==> src/design/fle_pkg.sv <==
package fle_pkg;

   typedef struct packed {
      logic       kind;
      logic [7:0] rx_byte;
      logic [7:0] switch_number;
      logic [3:0] press_code;
   } req_type;

   typedef struct packed {
      logic [1:0] out_kind;
      logic [7:0] tx_byte;
      logic [7:0] command;
      logic [2:0] data_count;
      logic [7:0] data_a;
      logic [7:0] data_b;
      logic [7:0] data_c;
      logic [7:0] data_d;
      logic [7:0] data_e;
      logic [1:0] timer_action;
      logic       last;
   } rsp_type;

   typedef struct packed {
      logic [7:0] start_marker;
      logic [7:0] end_marker;
      logic [7:0] ack_code;
      logic [7:0] nack_code;
      logic [3:0] retry_limit;
   } cfg_type;

   typedef enum logic [1:0] {
      ST_IDLE,
      ST_SEND,
      ST_READ,
      ST_CMD
   } state_type;

   localparam logic       REQ_BYTE  = 1'b0;
   localparam logic       REQ_PRESS = 1'b1;

   localparam logic [1:0] KIND_TX     = 2'd0;
   localparam logic [1:0] KIND_CMD    = 2'd1;
   localparam logic [1:0] KIND_STATUS = 2'd2;

   localparam logic [1:0] TIMER_NONE  = 2'd0;
   localparam logic [1:0] TIMER_START = 2'd1;
   localparam logic [1:0] TIMER_STOP  = 2'd2;

   localparam logic [2:0] REG_START_MARKER = 3'd0;
   localparam logic [2:0] REG_END_MARKER   = 3'd1;
   localparam logic [2:0] REG_ACK_CODE     = 3'd2;
   localparam logic [2:0] REG_NACK_CODE    = 3'd3;
   localparam logic [2:0] REG_RETRY_LIMIT  = 3'd4;

   localparam logic [7:0] RST_START_MARKER = 8'd2;
   localparam logic [7:0] RST_END_MARKER   = 8'd3;
   localparam logic [7:0] RST_ACK_CODE     = 8'd6;
   localparam logic [7:0] RST_NACK_CODE    = 8'd21;
   localparam logic [3:0] RST_RETRY_LIMIT  = 4'd3;

   localparam logic [7:0] CMD_BASE       = 8'hB0;
   localparam logic [7:0] TX_FRAME_LEN   = 8'd5;
   localparam logic [7:0] FRAME_OVERHEAD = 8'd4;
   localparam logic [2:0] MAX_DATA       = 3'd5;
   localparam logic [2:0] LAST_TX_IDX    = 3'd4;

endpackage

==> src/design/fle_store.sv <==
module fle_store
   import fle_pkg::*;
#(
   parameter int DEPTH = 9
) (
   input  logic                     clock,
   input  logic                     wr_en,
   input  logic [$clog2(DEPTH)-1:0] wr_addr,
   input  logic [7:0]               wr_data,
   input  logic                     rd_en,
   input  logic [$clog2(DEPTH)-1:0] rd_addr,
   output logic [7:0]               rd_data
);

   logic [7:0] mem [DEPTH];
   logic [7:0] rd_data_ff;

   always_ff @(posedge clock) begin
      if (wr_en) begin
         mem[wr_addr] <= wr_data;
      end
   end

   always_ff @(posedge clock) begin
      if (rd_en) begin
         rd_data_ff <= mem[rd_addr];
      end
   end

   assign rd_data = rd_data_ff;

endmodule

==> src/design/fle_ctrl.sv <==
module fle_ctrl
   import fle_pkg::*;
#(
   parameter int FRAME_DEPTH = 9
) (
   input  logic                           clock,
   input  logic                           reset,
   input  cfg_type                        cfg,
   input  logic                           req_valid,
   output logic                           req_ready,
   input  req_type                        req_data,
   output logic                           rsp_valid,
   input  logic                           rsp_ready,
   output rsp_type                        rsp_data,
   output logic                           wr_en,
   output logic [$clog2(FRAME_DEPTH)-1:0] wr_addr,
   output logic [7:0]                     wr_data,
   output logic                           rd_en,
   output logic [$clog2(FRAME_DEPTH)-1:0] rd_addr,
   input  logic [7:0]                     rd_data
);

   localparam int AW = $clog2(FRAME_DEPTH);
   localparam int CW = $clog2(FRAME_DEPTH + 1);

   state_type     state_ff, state_in;
   logic [CW-1:0] count_ff, count_in;
   logic [CW-1:0] length_ff, length_in;
   logic [3:0]    resend_ff, resend_in;
   logic [7:0]    switch_ff, switch_in;
   logic [3:0]    press_ff, press_in;
   logic          saved_ff, saved_in;
   logic [2:0]    tx_idx_ff, tx_idx_in;
   logic [CW-1:0] rd_ptr_ff, rd_ptr_in;
   logic [CW-1:0] cap_ptr_ff, cap_ptr_in;
   logic          pend_ff, pend_in;
   logic [2:0]    n_ff, n_in;
   logic [7:0]    slot_ff [6];
   logic [7:0]    slot_in [6];
   rsp_type       out_ff, out_in;
   logic          out_valid_ff, out_valid_in;

   logic          accept;
   logic          out_free;
   logic          out_load;
   rsp_type       out_next;
   logic [7:0]    rx;
   logic          is_start;
   logic          is_ack;
   logic          is_nack;
   logic          is_end;
   logic [3:0]    resend_clr;
   logic          can_resend;
   logic          len_bad;
   logic [CW-1:0] count_inc;
   logic          frame_done;
   logic [CW-1:0] data_len;
   logic [2:0]    data_n;
   logic [CW-1:0] rd_end;
   logic [CW-1:0] slot_pos;

   assign out_free   = !out_valid_ff || rsp_ready;
   assign req_ready  = (state_ff == ST_IDLE) && out_free;
   assign accept     = req_valid && req_ready;
   assign rx         = req_data.rx_byte;
   assign is_start   = rx == cfg.start_marker;
   assign is_ack     = rx == cfg.ack_code;
   assign is_nack    = rx == cfg.nack_code;
   assign is_end     = rx == cfg.end_marker;
   assign resend_clr = (is_ack && !is_start) ? 4'd0 : resend_ff;
   assign can_resend = saved_ff && (resend_clr < cfg.retry_limit);
   assign len_bad    = (rx < FRAME_OVERHEAD) || (rx > 8'(FRAME_DEPTH));
   assign count_inc  = count_ff + CW'(1);
   assign frame_done = count_inc >= length_ff;
   assign data_len   = length_ff - CW'(FRAME_OVERHEAD);
   assign data_n     = (data_len > CW'(MAX_DATA)) ? MAX_DATA : data_len[2:0];
   assign rd_end     = CW'(2) + CW'(n_ff);
   assign slot_pos   = cap_ptr_ff - CW'(2);

   always_comb begin
      state_in = state_ff;
      case (state_ff)
         ST_IDLE: begin
            if (accept) begin
               if (req_data.kind == REQ_PRESS) begin
                  state_in = ST_SEND;
               end else if (count_ff == CW'(0)) begin
                  if (is_nack && can_resend) begin
                     state_in = ST_SEND;
                  end
               end else if (count_ff != CW'(1) && frame_done && is_end) begin
                  state_in = ST_READ;
               end
            end
         end
         ST_SEND: begin
            if (out_free && tx_idx_ff == LAST_TX_IDX) begin
               state_in = ST_IDLE;
            end
         end
         ST_READ: begin
            if (pend_ff && cap_ptr_ff == rd_end) begin
               state_in = ST_CMD;
            end
         end
         ST_CMD: begin
            if (out_free) begin
               state_in = ST_IDLE;
            end
         end
         default: begin
            state_in = ST_IDLE;
         end
      endcase
   end

   always_comb begin
      count_in   = count_ff;
      length_in  = length_ff;
      resend_in  = resend_ff;
      switch_in  = switch_ff;
      press_in   = press_ff;
      saved_in   = saved_ff;
      tx_idx_in  = tx_idx_ff;
      rd_ptr_in  = rd_ptr_ff;
      cap_ptr_in = cap_ptr_ff;
      pend_in    = 1'b0;
      n_in       = n_ff;
      slot_in    = slot_ff;
      out_load   = 1'b0;
      out_next   = '0;
      wr_en      = 1'b0;
      wr_addr    = '0;
      wr_data    = rx;
      rd_en      = 1'b0;
      rd_addr    = rd_ptr_ff[AW-1:0];
      case (state_ff)
         ST_IDLE: begin
            if (accept) begin
               if (req_data.kind == REQ_PRESS) begin
                  switch_in = req_data.switch_number;
                  press_in  = req_data.press_code;
                  saved_in  = 1'b1;
                  tx_idx_in = '0;
               end else if (count_ff == CW'(0)) begin
                  wr_en     = 1'b1;
                  wr_addr   = AW'(0);
                  resend_in = resend_clr;
                  if (is_start) begin
                     count_in = CW'(1);
                  end
                  if (is_nack) begin
                     if (can_resend) begin
                        resend_in = resend_clr + 4'd1;
                        tx_idx_in = '0;
                     end else begin
                        out_load              = 1'b1;
                        out_next.out_kind     = KIND_STATUS;
                        out_next.timer_action = TIMER_START;
                        out_next.last         = 1'b1;
                     end
                  end else if (is_ack && !is_start) begin
                     out_load              = 1'b1;
                     out_next.out_kind     = KIND_STATUS;
                     out_next.timer_action = TIMER_STOP;
                     out_next.last         = 1'b1;
                  end
               end else if (count_ff == CW'(1)) begin
                  wr_en   = 1'b1;
                  wr_addr = AW'(1);
                  if (len_bad) begin
                     count_in = '0;
                  end else begin
                     length_in = rx[CW-1:0];
                     count_in  = CW'(2);
                  end
               end else begin
                  wr_en    = count_ff < CW'(FRAME_DEPTH);
                  wr_addr  = count_ff[AW-1:0];
                  count_in = count_inc;
                  if (frame_done) begin
                     count_in          = '0;
                     out_load          = 1'b1;
                     out_next.out_kind = KIND_TX;
                     if (is_end) begin
                        out_next.tx_byte = cfg.ack_code;
                        n_in             = data_n;
                        rd_ptr_in        = CW'(2);
                     end else begin
                        out_next.tx_byte = cfg.nack_code;
                        out_next.last    = 1'b1;
                     end
                  end
               end
            end
         end
         ST_SEND: begin
            if (out_free) begin
               out_load          = 1'b1;
               out_next.out_kind = KIND_TX;
               tx_idx_in         = tx_idx_ff + 3'd1;
               case (tx_idx_ff)
                  3'd0: out_next.tx_byte = cfg.start_marker;
                  3'd1: out_next.tx_byte = TX_FRAME_LEN;
                  3'd2: out_next.tx_byte = CMD_BASE | {4'b0, press_ff};
                  3'd3: out_next.tx_byte = switch_ff;
                  default: begin
                     out_next.tx_byte      = cfg.end_marker;
                     out_next.timer_action = TIMER_START;
                     out_next.last         = 1'b1;
                  end
               endcase
            end
         end
         ST_READ: begin
            rd_en      = rd_ptr_ff <= rd_end;
            pend_in    = rd_en;
            cap_ptr_in = rd_ptr_ff;
            rd_ptr_in  = rd_ptr_ff + CW'(1);
            if (pend_ff) begin
               slot_in[slot_pos[2:0]] = rd_data;
            end
         end
         ST_CMD: begin
            if (out_free) begin
               out_load            = 1'b1;
               out_next.out_kind   = KIND_CMD;
               out_next.command    = slot_ff[0];
               out_next.data_count = n_ff;
               out_next.data_a     = (n_ff > 3'd0) ? slot_ff[1] : 8'd0;
               out_next.data_b     = (n_ff > 3'd1) ? slot_ff[2] : 8'd0;
               out_next.data_c     = (n_ff > 3'd2) ? slot_ff[3] : 8'd0;
               out_next.data_d     = (n_ff > 3'd3) ? slot_ff[4] : 8'd0;
               out_next.data_e     = (n_ff > 3'd4) ? slot_ff[5] : 8'd0;
               out_next.last       = 1'b1;
            end
         end
         default: begin
            out_load = 1'b0;
         end
      endcase
   end

   always_comb begin
      out_in       = out_ff;
      out_valid_in = out_valid_ff;
      if (out_load) begin
         out_in       = out_next;
         out_valid_in = 1'b1;
      end else if (rsp_ready) begin
         out_valid_in = 1'b0;
      end
   end

   always_ff @(posedge clock) begin
      if (reset) begin
         state_ff     <= ST_IDLE;
         count_ff     <= '0;
         length_ff    <= '0;
         resend_ff    <= '0;
         switch_ff    <= '0;
         press_ff     <= '0;
         saved_ff     <= 1'b0;
         tx_idx_ff    <= '0;
         pend_ff      <= 1'b0;
         out_valid_ff <= 1'b0;
      end else begin
         state_ff     <= state_in;
         count_ff     <= count_in;
         length_ff    <= length_in;
         resend_ff    <= resend_in;
         switch_ff    <= switch_in;
         press_ff     <= press_in;
         saved_ff     <= saved_in;
         tx_idx_ff    <= tx_idx_in;
         pend_ff      <= pend_in;
         out_valid_ff <= out_valid_in;
      end
   end

   always_ff @(posedge clock) begin
      rd_ptr_ff  <= rd_ptr_in;
      cap_ptr_ff <= cap_ptr_in;
      n_ff       <= n_in;
      slot_ff    <= slot_in;
      out_ff     <= out_in;
   end

   assign rsp_valid = out_valid_ff;
   assign rsp_data  = out_ff;

endmodule

==> src/design/framed_link_ack_nack_endpoint_top.sv <==
// Channel   Direction  Handshake            Payload
// req_      in         req_valid/req_ready  req_type: line byte or footswitch press
// rsp_      out        rsp_valid/rsp_ready  rsp_type: tx byte, command or status
// csr_      in         csr_we               csr_index selects register, csr_wdata value
//
// A press or a resend sends the five bytes of a frame, start marker to end marker. A good
// frame end sends an ack byte, then reads the command byte and n data bytes (at most 5)
// through the frame store read port, then sends them as one command response.
// Synchronous active-high reset; the frame store needs no clearing pass.
// A stalled rsp_ready holds the output register and the sequencer behind it.
module framed_link_ack_nack_endpoint_top
   import fle_pkg::*;
#(
   parameter int FRAME_DEPTH = 9
) (
   input  logic       clock,
   input  logic       reset,
   input  logic       req_valid,
   output logic       req_ready,
   input  req_type    req_data,
   output logic       rsp_valid,
   input  logic       rsp_ready,
   output rsp_type    rsp_data,
   input  logic       csr_we,
   input  logic [2:0] csr_index,
   input  logic [7:0] csr_wdata
);

   localparam int AW = $clog2(FRAME_DEPTH);

   cfg_type       cfg_ff, cfg_in;
   logic          wr_en;
   logic [AW-1:0] wr_addr;
   logic [7:0]    wr_data;
   logic          rd_en;
   logic [AW-1:0] rd_addr;
   logic [7:0]    rd_data;

   always_comb begin
      cfg_in = cfg_ff;
      if (csr_we) begin
         case (csr_index)
            REG_START_MARKER: cfg_in.start_marker = csr_wdata;
            REG_END_MARKER:   cfg_in.end_marker   = csr_wdata;
            REG_ACK_CODE:     cfg_in.ack_code     = csr_wdata;
            REG_NACK_CODE:    cfg_in.nack_code    = csr_wdata;
            REG_RETRY_LIMIT:  cfg_in.retry_limit  = csr_wdata[3:0];
            default:          cfg_in = cfg_ff;
         endcase
      end
   end

   always_ff @(posedge clock) begin
      if (reset) begin
         cfg_ff.start_marker <= RST_START_MARKER;
         cfg_ff.end_marker   <= RST_END_MARKER;
         cfg_ff.ack_code     <= RST_ACK_CODE;
         cfg_ff.nack_code    <= RST_NACK_CODE;
         cfg_ff.retry_limit  <= RST_RETRY_LIMIT;
      end else begin
         cfg_ff <= cfg_in;
      end
   end

   fle_ctrl #(
      .FRAME_DEPTH(FRAME_DEPTH)
   ) u_ctrl (
      .clock    (clock),
      .reset    (reset),
      .cfg      (cfg_ff),
      .req_valid(req_valid),
      .req_ready(req_ready),
      .req_data (req_data),
      .rsp_valid(rsp_valid),
      .rsp_ready(rsp_ready),
      .rsp_data (rsp_data),
      .wr_en    (wr_en),
      .wr_addr  (wr_addr),
      .wr_data  (wr_data),
      .rd_en    (rd_en),
      .rd_addr  (rd_addr),
      .rd_data  (rd_data)
   );

   fle_store #(
      .DEPTH(FRAME_DEPTH)
   ) u_store (
      .clock  (clock),
      .wr_en  (wr_en),
      .wr_addr(wr_addr),
      .wr_data(wr_data),
      .rd_en  (rd_en),
      .rd_addr(rd_addr),
      .rd_data(rd_data)
   );

endmodule
==> config.mk <==
export PLATFORM = sky130hd
export DESIGN_NAME = framed_link_ack_nack_endpoint_top
export DESIGN_NICKNAME = d
export VERILOG_FILES = /design/src/design/fle_pkg.sv /design/src/design/fle_store.sv /design/src/design/fle_ctrl.sv /design/src/design/framed_link_ack_nack_endpoint_top.sv
export SDC_FILE = /design/constraint.sdc
export NUM_CORES = 1
export LEC_CHECK = 0
export BUFFER_PORTS_ARGS = -buffer_cell sky130_fd_sc_hd__buf_2
export CAP_MARGIN = 10
export CELL_PAD_IN_SITES_DETAIL_PLACEMENT = 0
export CELL_PAD_IN_SITES_GLOBAL_PLACEMENT = 1
export CORE_ASPECT_RATIO = 1.1
export CORE_MARGIN = 4
export CORE_UTILIZATION = 50
export CTS_BUF_LIST = sky130_fd_sc_hd__clkbuf_8
export DETAILED_ROUTE_END_ITERATION = 7
export HOLD_SLACK_MARGIN = 0.03
export PLACE_DENSITY_LB_ADDON = 0.1
export RECOVER_POWER = 25
export SLEW_MARGIN = 20
export SYNTH_ARGS = -nofsm -noshare
export SYNTH_HDL_FRONTEND = slang
export SYNTH_SLANG_ARGS = --single-unit
==> constraint.sdc <==
create_clock -name clock -period 7.8 [get_ports clock]
set_clock_uncertainty 0.1 [all_clocks]
set_input_delay 1.17 -clock clock [delete_from_list [all_inputs] [get_ports clock]]
set_output_delay 1.17 -clock clock [all_outputs]
set_load 0.01 [all_outputs]
---- After elaboration in Yosys (flattened, before gate mapping) ----
Memories as Yosys holds them, arrays and structs flattened. A register that Yosys moved wholly into a read port is not among the register bits.
Index checks and enable logic that the tools add are counted.
W data, S select, Z words.
word-level totals
  output and inout port bits .............. 66
  memory bits (writable) .................. 72
  flip-flop bits (word level) ............. 191
  logic and storage cells ................. 227
  input port bits ......................... 37
  memories kept ........................... 1
memories
  name         words  width  read ports  clocked after Yosys merged registers in  write ports  line             source
  u_store.mem  9      8      1           1                                        1            fle_store.sv:15  logic [7:0] mem [DEPTH];
operators by class
  add/subtract/negate cells ............... 7
  bitwise logic cells ..................... 5
  eq/ne operators ......................... 34
  reductions and logical operators ........ 43
  magnitude comparators ................... 14
  muxes and demuxes ....................... 88
operator list
  cell                   count
  $mux W4                18
  $bwmux W48             1
  $mux W8                5
  $mux W3                11
  $eq A8 B8 Y1           4
  $mux W2                16
  $pmux W8 S4            1
  $mux W10               3
  $demux W8 S3           1
  $mux W1                24
  $reduce_and A3 Y1      6
  $reduce_and A6 Y1      3
  $ne A2 B1 Y1 const B   8
  $pmux W8 S2            1
  $reduce_and A2 Y1      7
  $reduce_and A7 Y1      2
  $add A4 B1 Y4 const B  3
  $eq A3 B2 Y1 const B   4
  $logic_and A1 B1 Y1    10
  $gt A8 B4 Y1 const B   1
  $lt A8 B3 Y1 const B   1
  $ne A4 B4 Y1 const B   2
  $pmux W2 S4            1
  $pmux W4 S2            1
  40 further kinds       57

---- Longest topological paths before layout ----
Gate-level depths: netlist (run 1).
  word-level depth ........................ 13
  gate-level depth with buffers ........... 12
  gate-level depth less buffers ........... 11

---- Modules after synthesis ----
From an unflattened synthesis (run 1), not the netlist that was laid out.
second synthesis, totals
  cells, all modules ...................... 901
  area, all modules ....................... 12030.3 µm²
modules (own cells, without submodules)
  module                             seq. area each (µm²)  cells each  instances  area an instance (µm²)
  fle_ctrl                           4334.2                592         1          7410.9
  fle_store                          2402.3                171         1          3144.3
  framed_link_ack_nack_endpoint_top  720.7                 138         1          1475.2

---- Worst setup path before layout (run 1) ----
No wires, ideal clock.
  kind .................................... input -> register
  from .................................... input port req_data[19] in the netlist's numbering
  to ...................................... register u_ctrl.out_ff, in the netlist u_ctrl.rsp_data[0], enable pin
  slack ................................... 0.646 ns
  setup time .............................. 0.524 ns
  data arrival time ....................... 6.530 ns
  buffers on the path ..................... 1
  stages .................................. 10
  data required time ...................... 7.176 ns
  cells stage by stage .................... buf_2 xor2_1 nor4_1 o211ai_1 and2_1 ha_1 nand4_1 o211a_1 o31a_1 a31oi_1
on the way
  word-level cells in the longest chain between the ends .. 12
  elaborated cells on any way between the ends .. 15
  those cells by class .................... 1 x order compare; 3 x eq/ne; 8 x mux; 3 x reduce/logical
ends and longest elaborated chain
  what                  line                                     source
  start, declared       framed_link_ack_nack_endpoint_top.sv:20  input req_type req_data,
  $eq A8 B8 Y1          fle_ctrl.sv:66                           assign is_start = rx == cfg.start_marker;
  $logic_not A1 Y1      fle_ctrl.sv:70, fle_ctrl.sv:162
  $logic_and A1 B1 Y1   fle_ctrl.sv:70, fle_ctrl.sv:162
  $mux W4               fle_ctrl.sv:70                           assign resend_clr = (is_ack && !is_start) ? 4'd0 : resend_ff;
  $lt A4 B4 Y1          fle_ctrl.sv:71                           assign can_resend = saved_ff && (resend_clr < cfg.retry_limit);
  $logic_and A1 B1 Y1   fle_ctrl.sv:71
  $mux W1               fle_ctrl.sv:153                          if (can_resend) begin
  $mux W1 *             fle_ctrl.sv:152                          if (is_nack) begin
  $mux W1 *             fle_ctrl.sv:145                          end else if (count_ff == CW'(0)) begin
  $mux W1 *             fle_ctrl.sv:140                          if (req_data.kind == REQ_PRESS) begin
  $mux W1 *             fle_ctrl.sv:139                          if (accept) begin
  $pmux W1 S2 *         fle_ctrl.sv:137                          case (state_ff)
  via u_ctrl.out_load   fle_ctrl.sv:45                           logic out_load;
  end signal, assigned  fle_ctrl.sv:286                          out_ff <= out_in;
  end, declared         fle_ctrl.sv:40                           rsp_type out_ff, out_in;
The timed path passes the listed nets; every way through them passes the cells marked *.
A chain may end at the register's enable or synchronous reset.

---- Final worst setup path (run 1) ----
  from .................................... input port req_data[13] in the netlist's numbering
  to ...................................... register u_ctrl.out_ff, in the netlist u_ctrl.rsp_data[32], enable pin
Same word-level chain as after synthesis.

==> results list, run 1 <==
* Class of the tightest hold or removal check: reg2reg
- Post-synthesis sequential area ratio: 64.8%
- After detailed placement, the total cell area comes to 12,300 sq um.
- The floorplan step defined a die boundary enclosing 25,500 sq um.
- Number of clock sinks seen by CTS: 271
* Post-DRT Antenna Nets: 0
- Routed wirelength normalized by instance count: 20.0 microns
- The checks that failed: max-capacitance violations, max-slew violations.
- Dividing the detail-routed via count by the number of cells gives 5.56.
- Dividing the synthesized area by the synthesized cell count gives 13.5 sq um.
- Counting along the longest clock path gives a buffer depth of 3.
* Final routed wirelength across all metal layers: 26,000 microns
- Startpoint of the most critical setup path: req_data[13]
* Number of buffers inserted for hold repair after clock tree synthesis: 0
- In this run, placement finished with an instance count of 1,222.
* Number of top-level pins: 103
- Top FF cell, synth: sky130_fd_sc_hd__edfxtp_1
* Detailed placer's ending HPWL: 18,300 microns
- Worst path arrival time: 5350 ps
* Depth of the most critical reg-to-reg path: 12
* Number of vias in the routed layout: 7,211
* Kind of critical path: in2reg
- Count of TritonRoute iterations in the first routing pass: 5
- Total count of max-transition violations in the final report: 22
- Origin of the worst min-delay path: cfg_ff[0]
- In this run the cell area of the synthesized design comes to 11,500 sq um.
* Via count of the first global-routing pass: 7,215
* Worst reg2reg path startpoint: cfg_ff[18]
* Y dimension of the die: 167 microns
- Count of fill cells added during filler insertion: 1,832
* Post-synthesis register bit count: 271
- Row count: 57
* Die Width: 153 microns
- Post-route fraction of the period consumed by the critical path: 67.4%
- Number of levels in the clock H-tree: 2
- Timing would allow up to 190 MHz.
- Clock insertion delay at the later pin of the skew report: 540 ps
- Antenna cells: 0
- Total leakage power: 4.83 nW
* Number of port buffers: 102
- Final Hold Viols: 0
- Headroom to the max-slew limit came out at -11.4%.
* Share of final-layout standard cells stronger than drive strength 1: 18.5%
- For this block, wires on met1 add up to 10,800 microns.
- The worst setup path is captured at a flop.
* Worst Tran Pin Value: 1670 ps
- Total negative slack for setup checks: 0 ps
- The total overflow left after global routing is 0.
* Root Buffer Master: sky130_fd_sc_hd__clkbuf_8
- Top layer reached by signal wires: met4
- Distinct cell type count after synthesis: 58
- Gate Count Post-Synth: 852
- Setup repair after global routing left no endpoint under its margin.
- Final critical path time including I/O delays and setup: 5260 ps
- In the final design database the tool counted 1,042 nets.
- Routed length on met3: 1480 microns
* Syn Nets: 922
- Placeable core area: 22,400 sq um
* Final estimated routing congestion in global placement: 0.878
- After clock tree synthesis, the setup repair step added 0 buffers.
- Routed wl met2: 12,600 microns
* Number of flops mapped to enable cells by yosys: 203
- Final Instance Count excl. Fillers: 1,296
* Maxcap violations: 1
- Power spread over the standard cell area amounts to 232 nW/um^2.
- The Yosys step of the flow raised 0 warnings.
- CTS tree: yes
- Most common cell after layout, fill and taps aside: sky130_fd_sc_hd__edfxtp_1
- Hold Crit Depth: 2
- Startpoint Class: input port
* Initial cell density of the core: 51.4%
- Entering global routing, the biggest net connects 63 pins.
- The first routing iteration left 454 violations.
- For this run, design rule violations remaining after detail routing come to 0.
* Clock slew at the register clock pins of the worst setup and hold paths: 60 ps
- In this run the worst path has a maximum fanout of 62.
* Proportion of synthesized flip-flops having asynchronous set or reset: 0%
- TritonCTS Buffers: 43
* Worst VDD drop: 0.159 mV
- The initial antenna violation count is 0.
* Post-route cell area: 13,100 sq um
* Wire length of the first global-routing pass: 40,500 microns
- Relative to the synthesized area, the layout overhead comes to 13.6%.
* Most used cells in the layout excluding fill and tap cells: sky130_fd_sc_hd__edfxtp_1 (203), sky130_fd_sc_hd__buf_2 (92), sky130_fd_sc_hd__nand2_1 (71)
- Status: complete, but fails checks
- Setup violations remaining at the end of the flow were counted as 0.
- Number of gates resized after CTS: 0
* Total global-route track usage: 20.1%
- At the worst endpoint, the required time is 7890 ps.
[power breakdown]
group | internal, mW | switching (mW) | total, mW
Sequential | 1.63 | 0.0261 | 1.66
Clock | 0.587 | 0.526 | 1.11
Combinational | 0.0914 | 0.173 | 0.265
Total | 2.31 | 0.725 | 3.03
[routing by layer]
metal | global-route usage [%] | vias to the layer above
met5 | 0 | -
met2 | 33.4 | 257
met3 | 4.03 | 72
li1 | - | 3375
met1 | 25.7 | 3507
met4 | 8.68 | 0
[metrics by stage]
stage	setup WS [ps]	power (mW)	util, %	hold WS (ps)
final	2540	3.03	58.4	395
after global routing	2370	3.16	58.4	422
after CTS	2980	3.07	58.4	398
after detailed placement	2420	1.95	54.8	381
after global placement	2630	1.95	54.8	378
after floorplan	646	1.85	-	342
[cell usage after synthesis, drive strengths merged, types with 4 or more instances]
cell type	instances	share of area [%]
nand2	71	2.3
nor3	17	0.74
mux4	16	3.1
ha	33	3.6
o21ai	17	0.74
a222oi	6	0.52
o22ai	8	0.43
a221oi	5	0.49
nand4	9	0.49
edfxtp	203	53
a21oi	31	1.3
and3	12	0.65
dfxtp	68	12
xor2	14	1.1
clkbuf	20	0.65
xnor2	26	2.0
nand3	18	0.78
nor4	6	0.46
a21boi	4	0.26
nand2b	7	0.38
buf	15	0.90
nor2b	7	0.38
nor2	66	2.2
o211ai	6	0.39
mux2i	56	4.9
inv	26	0.85
and2	48	2.6
[layout make-up]
type                    instances  area [sq um]  share of cell area (%)
repair buffers                110           558                    4.27
multi-input cells             520          3800                    29.1
well taps                     295           369                    2.82
flip-flops and latches        271          7460                    57.0
inverters                      26          97.6                   0.747
clock buffers                  47           647                    4.95
clock inverters                27           145                    1.11
[registers in the layout (all words and copies together) (netlist names), 4 cells and up]
register           cells
cfg_ff                36
u_ctrl.cap_ptr_ff      4
u_ctrl.count_ff        4
u_ctrl.length_ff       4
u_ctrl.press_ff        4
u_ctrl.rd_addr         4
u_ctrl.resend_ff       4
u_ctrl.rsp_data       64
u_ctrl.slot_ff        48
u_ctrl.switch_ff       8
u_store.mem           72
u_store.rd_data        8
[worst max-delay path: stages]
cell and delay [ps]:
sky130_fd_sc_hd__clkbuf_1 570, sky130_fd_sc_hd__xor2_1 160, sky130_fd_sc_hd__nor4_1 470, sky130_fd_sc_hd__o211ai_1 340
sky130_fd_sc_hd__and2_1 300, sky130_fd_sc_hd__ha_1 290, sky130_fd_sc_hd__nor2b_1 140, sky130_fd_sc_hd__o211a_1 220
sky130_fd_sc_hd__a2111oi_4 510, sky130_fd_sc_hd__o211a_1 320, sky130_fd_sc_hd__o31a_1 270, sky130_fd_sc_hd__a31oi_4 150
sky130_fd_sc_hd__buf_4 370
[kinds of logic (layout without fill, tap and decap cells)]
group,Yosys count,count (layout),share of synthesized area [%]
XOR/XNOR,40,40,3.11
adder cells (fa/ha/maj),33,33,3.59
flip-flops,271,271,64.8
buffers and inverters,61,210,2.40
AND/OR/NAND/NOR,272,272,11.7
AO/OA/AOI/OAI,102,102,6.22
multiplexers,73,73,8.13
[worst paths after layout]
| kind | slack (ps) | endpoint |
|---|---|---|
| hold reg to reg | 400 | cfg_ff[0] |
| hold / removal | 400 | cfg_ff[0] |
| setup reg to reg | 3350 | u_ctrl.rsp_data[32] |
| setup / recovery | 2540 | u_ctrl.rsp_data[32] |
No activity file was read; power rests on OpenSTA's default activity.
==> run 2, diff against run 1 <==
--- a/config.mk
+++ b/config.mk
@@ -5,13 +5,14 @@
 export SDC_FILE = /design/constraint.sdc
 export NUM_CORES = 1
 export LEC_CHECK = 0
+export ABC_AREA = 1
 export BUFFER_PORTS_ARGS = -buffer_cell sky130_fd_sc_hd__buf_2
 export CAP_MARGIN = 10
 export CELL_PAD_IN_SITES_DETAIL_PLACEMENT = 0
 export CELL_PAD_IN_SITES_GLOBAL_PLACEMENT = 1
 export CORE_ASPECT_RATIO = 1.1
 export CORE_MARGIN = 4
-export CORE_UTILIZATION = 50
+export CORE_UTILIZATION = 49
 export CTS_BUF_LIST = sky130_fd_sc_hd__clkbuf_8
 export DETAILED_ROUTE_END_ITERATION = 7
 export HOLD_SLACK_MARGIN = 0.03
==> constraint.sdc (replaced) <==
create_clock -name clock -period 5.4 [get_ports clock]
set_clock_uncertainty 0.1 [all_clocks]
set_input_delay 0.81 -clock clock [delete_from_list [all_inputs] [get_ports clock]]
set_output_delay 0.81 -clock clock [all_outputs]
set_load 0.01 [all_outputs]
==> run 2 against run 1 <==
  * The flow still finishes with violations (max-capacitance violations, max-slew violations)
  * Area after synthesis increased by 0.94%
  * Sequential power increased by 62%
  * Via count is 11% higher
  * Synthesized cell count increased by 32%
  * Routed wire length up 3.7%
  * Non-clock buffer count down 2
  * Die area rose by 2.8%
  * Critical path depth grew 7
  * Total power grew 74%
  * Setup slack worse by 1100 ps
  * Hold slack lost 46 ps
  * First-iteration DRC count grew 0.88%
  * Largest power group unchanged
  * Highest routed layer unchanged
==> results list, run 2 <==
* Final estimated routing congestion in global placement: 0.882 (was 0.878)
- Initial cell density of the core: 50.3% (was 51.4%)
- The required time of the worst setup path was 5460 ps (was 7890 ps).
* Maxcap violations: 1 (unchanged)
- Cell area power density: 397 nW/um^2 (was 232 nW/um^2)
- Most used cells in the layout excluding fill and tap cells: sky130_fd_sc_hd__edfxtp_1 (203), sky130_fd_sc_hd__inv_1 (170), sky130_fd_sc_hd__nor2_1 (159) (was sky130_fd_sc_hd__edfxtp_1 (203), sky130_fd_sc_hd__buf_2 (92), sky130_fd_sc_hd__nand2_1 (71))
* Proportion of power drawn by the clock network: 31.9% (was 36.7%)
- The most common cell after layout, fill and taps aside is sky130_fd_sc_hd__edfxtp_1 (unchanged).
- The number of global-route vias before repair is 7,689 (was 7,215).
* Routed wirelength normalized by instance count: 17.0 microns (was 20.0 microns)
- The element type at the critical path end is a flop (unchanged).
- The register bank with the most flops was u_store.mem (unchanged).
* Top cells by count, synth: sky130_fd_sc_hd__edfxtp_1 (203), sky130_fd_sc_hd__nor2_1 (159), sky130_fd_sc_hd__inv_1 (157), sky130_fd_sc_hd__nand2_1 (152), sky130_fd_sc_hd__o21ai_0 (101) (was sky130_fd_sc_hd__edfxtp_1 (203), sky130_fd_sc_hd__nand2_1 (71), sky130_fd_sc_hd__dfxtp_1 (68), sky130_fd_sc_hd__nor2_1 (65), sky130_fd_sc_hd__mux2i_1 (56))
- The die width is 155 microns (was 153 microns).
- The remaining antenna violation count was 0 (unchanged).
* Cells traversed along the worst timing path: clkbuf_1, inv_2, nand2_1, nand2_1, nor2_1, nand2_1, nor2_2, nand2_2, inv_1, nor2_1, ha_1, nand2_1, nand2_1, nand2_2, nand3_4, nand3_1, nand3_1, nand2_1, inv_2, buf_4 (was clkbuf_1, xor2_1, nor4_1, o211ai_1, and2_1, ha_1, nor2b_1, o211a_1, a2111oi_4, o211a_1, o31a_1, a31oi_4, buf_4)
- Worst R2R Setup Slack: 1820 ps (was 3350 ps)
- Hold Crit Depth: 2 (unchanged)
- The latest clock arrival within the worst-skew pair was 540 ps (about the same).
* Number of vias in the routed layout: 8,029 (was 7,211)
- Delay-heaviest family, CP: buffers and inverters (was compound AO/OA/AOI/OAI gates)
- Number of top-level pins: 103 (unchanged)
- The routed via count divided by cell count is 5.07 (was 5.56).
- The first-pass detailed-route iteration total is 5 (unchanged).
- Depth of the most critical reg-to-reg path: 13 (was 12)
* Post-synthesis sequential area ratio: 64.2% (was 64.8%)
- The layout-stage area growth over the synthesis result was 14.2% (was 13.6%).
- Total global-route track usage: 20.5% (was 20.1%)
* CTS tree: yes (unchanged)
- The layout filler cell count came to 2,061 (was 1,832).
* Highest net fanout along the worst path: 46 (was 62)
- The non-filler instance count after layout came to 1,585 (was 1,296).
- Violated checks: max-capacitance violations, max-slew violations (unchanged).
- Antenna cells: 0 (unchanged)
- The clock net sink count was 271 (unchanged).
- The DRC marker count from the first detailed-route iteration came to 458 (was 454).
- The peak ir drop on the vdd network was 0.203 mV (was 0.159 mV).
* Cell Count Post-Placement: 1,504 (was 1,222)
- Logic pwr share: 17.0% (was 8.7%)
- The synthesized netlist net count was 1,195 (was 922).
- Antenna violations before repair: 0 (unchanged)
- Number of port buffers: 102 (unchanged)
- Longest individual stage delay on the worst path: 550 ps (was 570 ps)
- Of the available clock period, the critical path in the final layout requires 72.9%.
- Unrepaired setup endpoints after global routing: false (unchanged)
* Number of warnings reported in the yosys synthesis log: 0 (unchanged)
- Number of buffers inserted for hold repair after clock tree synthesis: 0 (unchanged)
- Y dimension of the die: 169 microns (was 167 microns)
- Largest net degree at the start of global routing: 47 (was 63)
- Number of levels in the clock H-tree: 2 (unchanged)
- Final critical path time including I/O delays and setup: 3940 ps
- The buffer type at the clock tree root is sky130_fd_sc_hd__clkbuf_8 (unchanged).
- Placeable core area: 23,100 sq um (was 22,400 sq um)
- Startpoint Class: input port (unchanged)
- The internal power came to 3.76 mW (was 2.31 mW).
* Number of flops mapped to enable cells by yosys: 203 (unchanged)
- # setup viols final: 0 (unchanged)
- The library cell occupying the most area in the post-synthesis netlist is sky130_fd_sc_hd__edfxtp_1 (unchanged).
- Wire length of the first global-routing pass: 41,600 microns (was 40,500 microns)
- Class of the tightest hold or removal check: reg2reg (unchanged)
* Gate Count Post-Synth: 1,125 (was 852)
- Kind of critical path: in2reg (unchanged)
- Proportion of synthesized flip-flops having asynchronous set or reset: 0% (unchanged)
- The number of CTS-inserted buffers is 44 (was 43).
- Critical path buffer and inverter count: 5 (was 2)
* Worst Tran Pin Value: 1570 ps (was 1670 ps)
- The post-route worst hold slack is 349 ps (was 395 ps).
* Average size of a mapped cell: 10.3 sq um (was 13.5 sq um)
- Total negative slack for setup checks: 0 ps (unchanged)
- Drc violations: 0 (unchanged)
- For this run, the top clock speed supported by timing is 254 MHz.
- Top FF cell, synth: sky130_fd_sc_hd__edfxtp_1 (unchanged)
* Final Hold Viols: 0 (unchanged)
- DIE AREA: 26,200 sq um (was 25,500 sq um)
- The cell depth of the worst setup path is 20 (was 13).
- The half-perimeter wire length after detailed placement is 19,300 microns (was 18,300 microns).
* Post-CTS Repair Setup Buffers: 0 (unchanged)
- The standard-cell row count was 58 (was 57).
- The layout cell share with drive strength beyond 1 came to 15.3% (was 18.5%).
- The clock slew seen by the registers of the worst setup and hold paths came to 60 ps (about the same).
- Switching power: 1.51 mW (was 0.725 mW)
- Number of nets in the final layout: 1,320 (was 1,042)
* Remaining max-slew budget at the tightest pin: -4.91% (was -11.4%)
* Max reg flops: 72 (unchanged)
* Most common cell on crit path: sky130_fd_sc_hd__nand2_1 (was sky130_fd_sc_hd__o211a_1)
- Maximum clock path buffer count: 3 (unchanged)
* Area fraction of the dominant cell type after synthesis: 52.5% (was 53.0%)
- Leading post-synthesis cells by cell area: sky130_fd_sc_hd__edfxtp_1 (52%), sky130_fd_sc_hd__dfxtp_1 (12%), sky130_fd_sc_hd__nor2_1 (5.1%) (was sky130_fd_sc_hd__edfxtp_1 (53%), sky130_fd_sc_hd__dfxtp_1 (12%), sky130_fd_sc_hd__mux2i_1 (4.9%))
- The arrival time of data at the critical path endpoint was 4000 ps (was 5350 ps).
* Distinct cell type count after synthesis: 42 (was 58)
- Total grt overflow: 0 (unchanged)
* Post-synthesis register bit count: 271 (unchanged)
* Status: complete, but fails checks (unchanged)
- The detailed-route wire length came to 26,900 microns (was 26,000 microns).
- The library cell with the highest instance count after synthesis is sky130_fd_sc_hd__edfxtp_1 (unchanged).
- Slowest CP cell: sky130_fd_sc_hd__clkbuf_1 (unchanged)
* Total count of max-transition violations in the final report: 38 (was 22)
* Part of the power in registers: 51.1% (was 54.6%)
- The leakage dissipation is 5.35 nW (was 4.83 nW).
- Switching Fraction: 28.7% (was 23.9%)
- Number of gates resized after CTS: 0 (unchanged)
- The cell area after technology mapping came to 11,600 sq um (was 11,500 sq um).
[run 2: cell types whose count changed after synthesis, moves of 16 or more]
cell	delta
sky130_fd_sc_hd__xnor2_1	-18
sky130_fd_sc_hd__o21ai_0	+85
sky130_fd_sc_hd__o22ai_1	+17
sky130_fd_sc_hd__mux2i_1	-56
sky130_fd_sc_hd__nand2_1	+81
sky130_fd_sc_hd__mux4_2	-16
sky130_fd_sc_hd__a21oi_1	+43
sky130_fd_sc_hd__inv_1	+131
sky130_fd_sc_hd__and2_1	-47
sky130_fd_sc_hd__nor2_1	+94
[run 2: kinds of logic (layout without fill, tap and decap cells)]
family                     count (synthesis)  count (layout)  synth area share [%]
DFF                                      271             271                  64.2
adders and majority gates                 33              33                  3.55
buffers and inverters                    199             359                  6.51
AOI/OAI and AO/OA                        239             239                  11.6
and+or+nand+nor                          372             372                  13.3
xor gates and xnor gates                  11              11                 0.829
[run 2: through the flow]
step                      cell area [sq um]  power [mW]  util, %  worst slack, ps
final                                 13300        5.27     57.5             1460
after global routing                  13300        5.54     57.5             1090
after CTS                             13300        5.32     57.5             1760
after detailed placement              12400        3.64     53.9             1220
after global placement                12400        3.63     53.9             1330
after floorplan                       11600        3.25        -             1310
[run 2: final timing paths]
kind                            from                  end
setup / recovery        req_data[12]  u_ctrl.rsp_data[40]
hold / removal    u_ctrl.press_ff[1]   u_ctrl.press_ff[1]
setup reg to reg  u_ctrl.state_ff[1]  u_ctrl.rsp_data[40]
hold reg to reg   u_ctrl.press_ff[1]   u_ctrl.press_ff[1]
[run 2: metal layers]
layer  vias up  part of all wire, %  GRT usage (%)  wire length (microns)
li1       4055                    -              -                      -
met1      3685                   40           24.5                  10900
met2       244                   51           37.5                  13800
met3        45                  5.7           3.29                   1530
met4         0                  2.6           7.22                    701
met5         -                    0              0                      0
[run 2: cell type report]
| class | count | area [sq um] | share of cell area (%) |
|---|---|---|---|
| sequential | 271 | 7460 | 56.2 |
| clock inverter | 31 | 158 | 1.19 |
| tap | 300 | 375 | 2.83 |
| clock buffer | 50 | 688 | 5.19 |
| timing repair buffer | 108 | 541 | 4.08 |
| inverter | 170 | 638 | 4.81 |
| multi-input combinational | 655 | 3410 | 25.7 |
[run 2: power groups by stage]
stage / clock network (mW) / registers, mW / logic [mW]
2_1_floorplan: 0 / 2.80 / 0.457
3_3_place_gp: 0 / 2.73 / 0.901
3_5_place_dp: 0 / 2.74 / 0.909
4_1_cts: 1.72 / 2.70 / 0.911
5_1_grt: 1.81 / 2.72 / 1.01
6_report: 1.68 / 2.69 / 0.895
[run 2: worst reg2reg max path: cells and delay by family (launching register included)]
kind / cells / cell delay (ps)
flip-flops: 1 / 350
AND/OR/NAND/NOR: 8 / 1310
adder cells (fa/ha/maj): 1 / 260
buffers and inverters: 4 / 1140
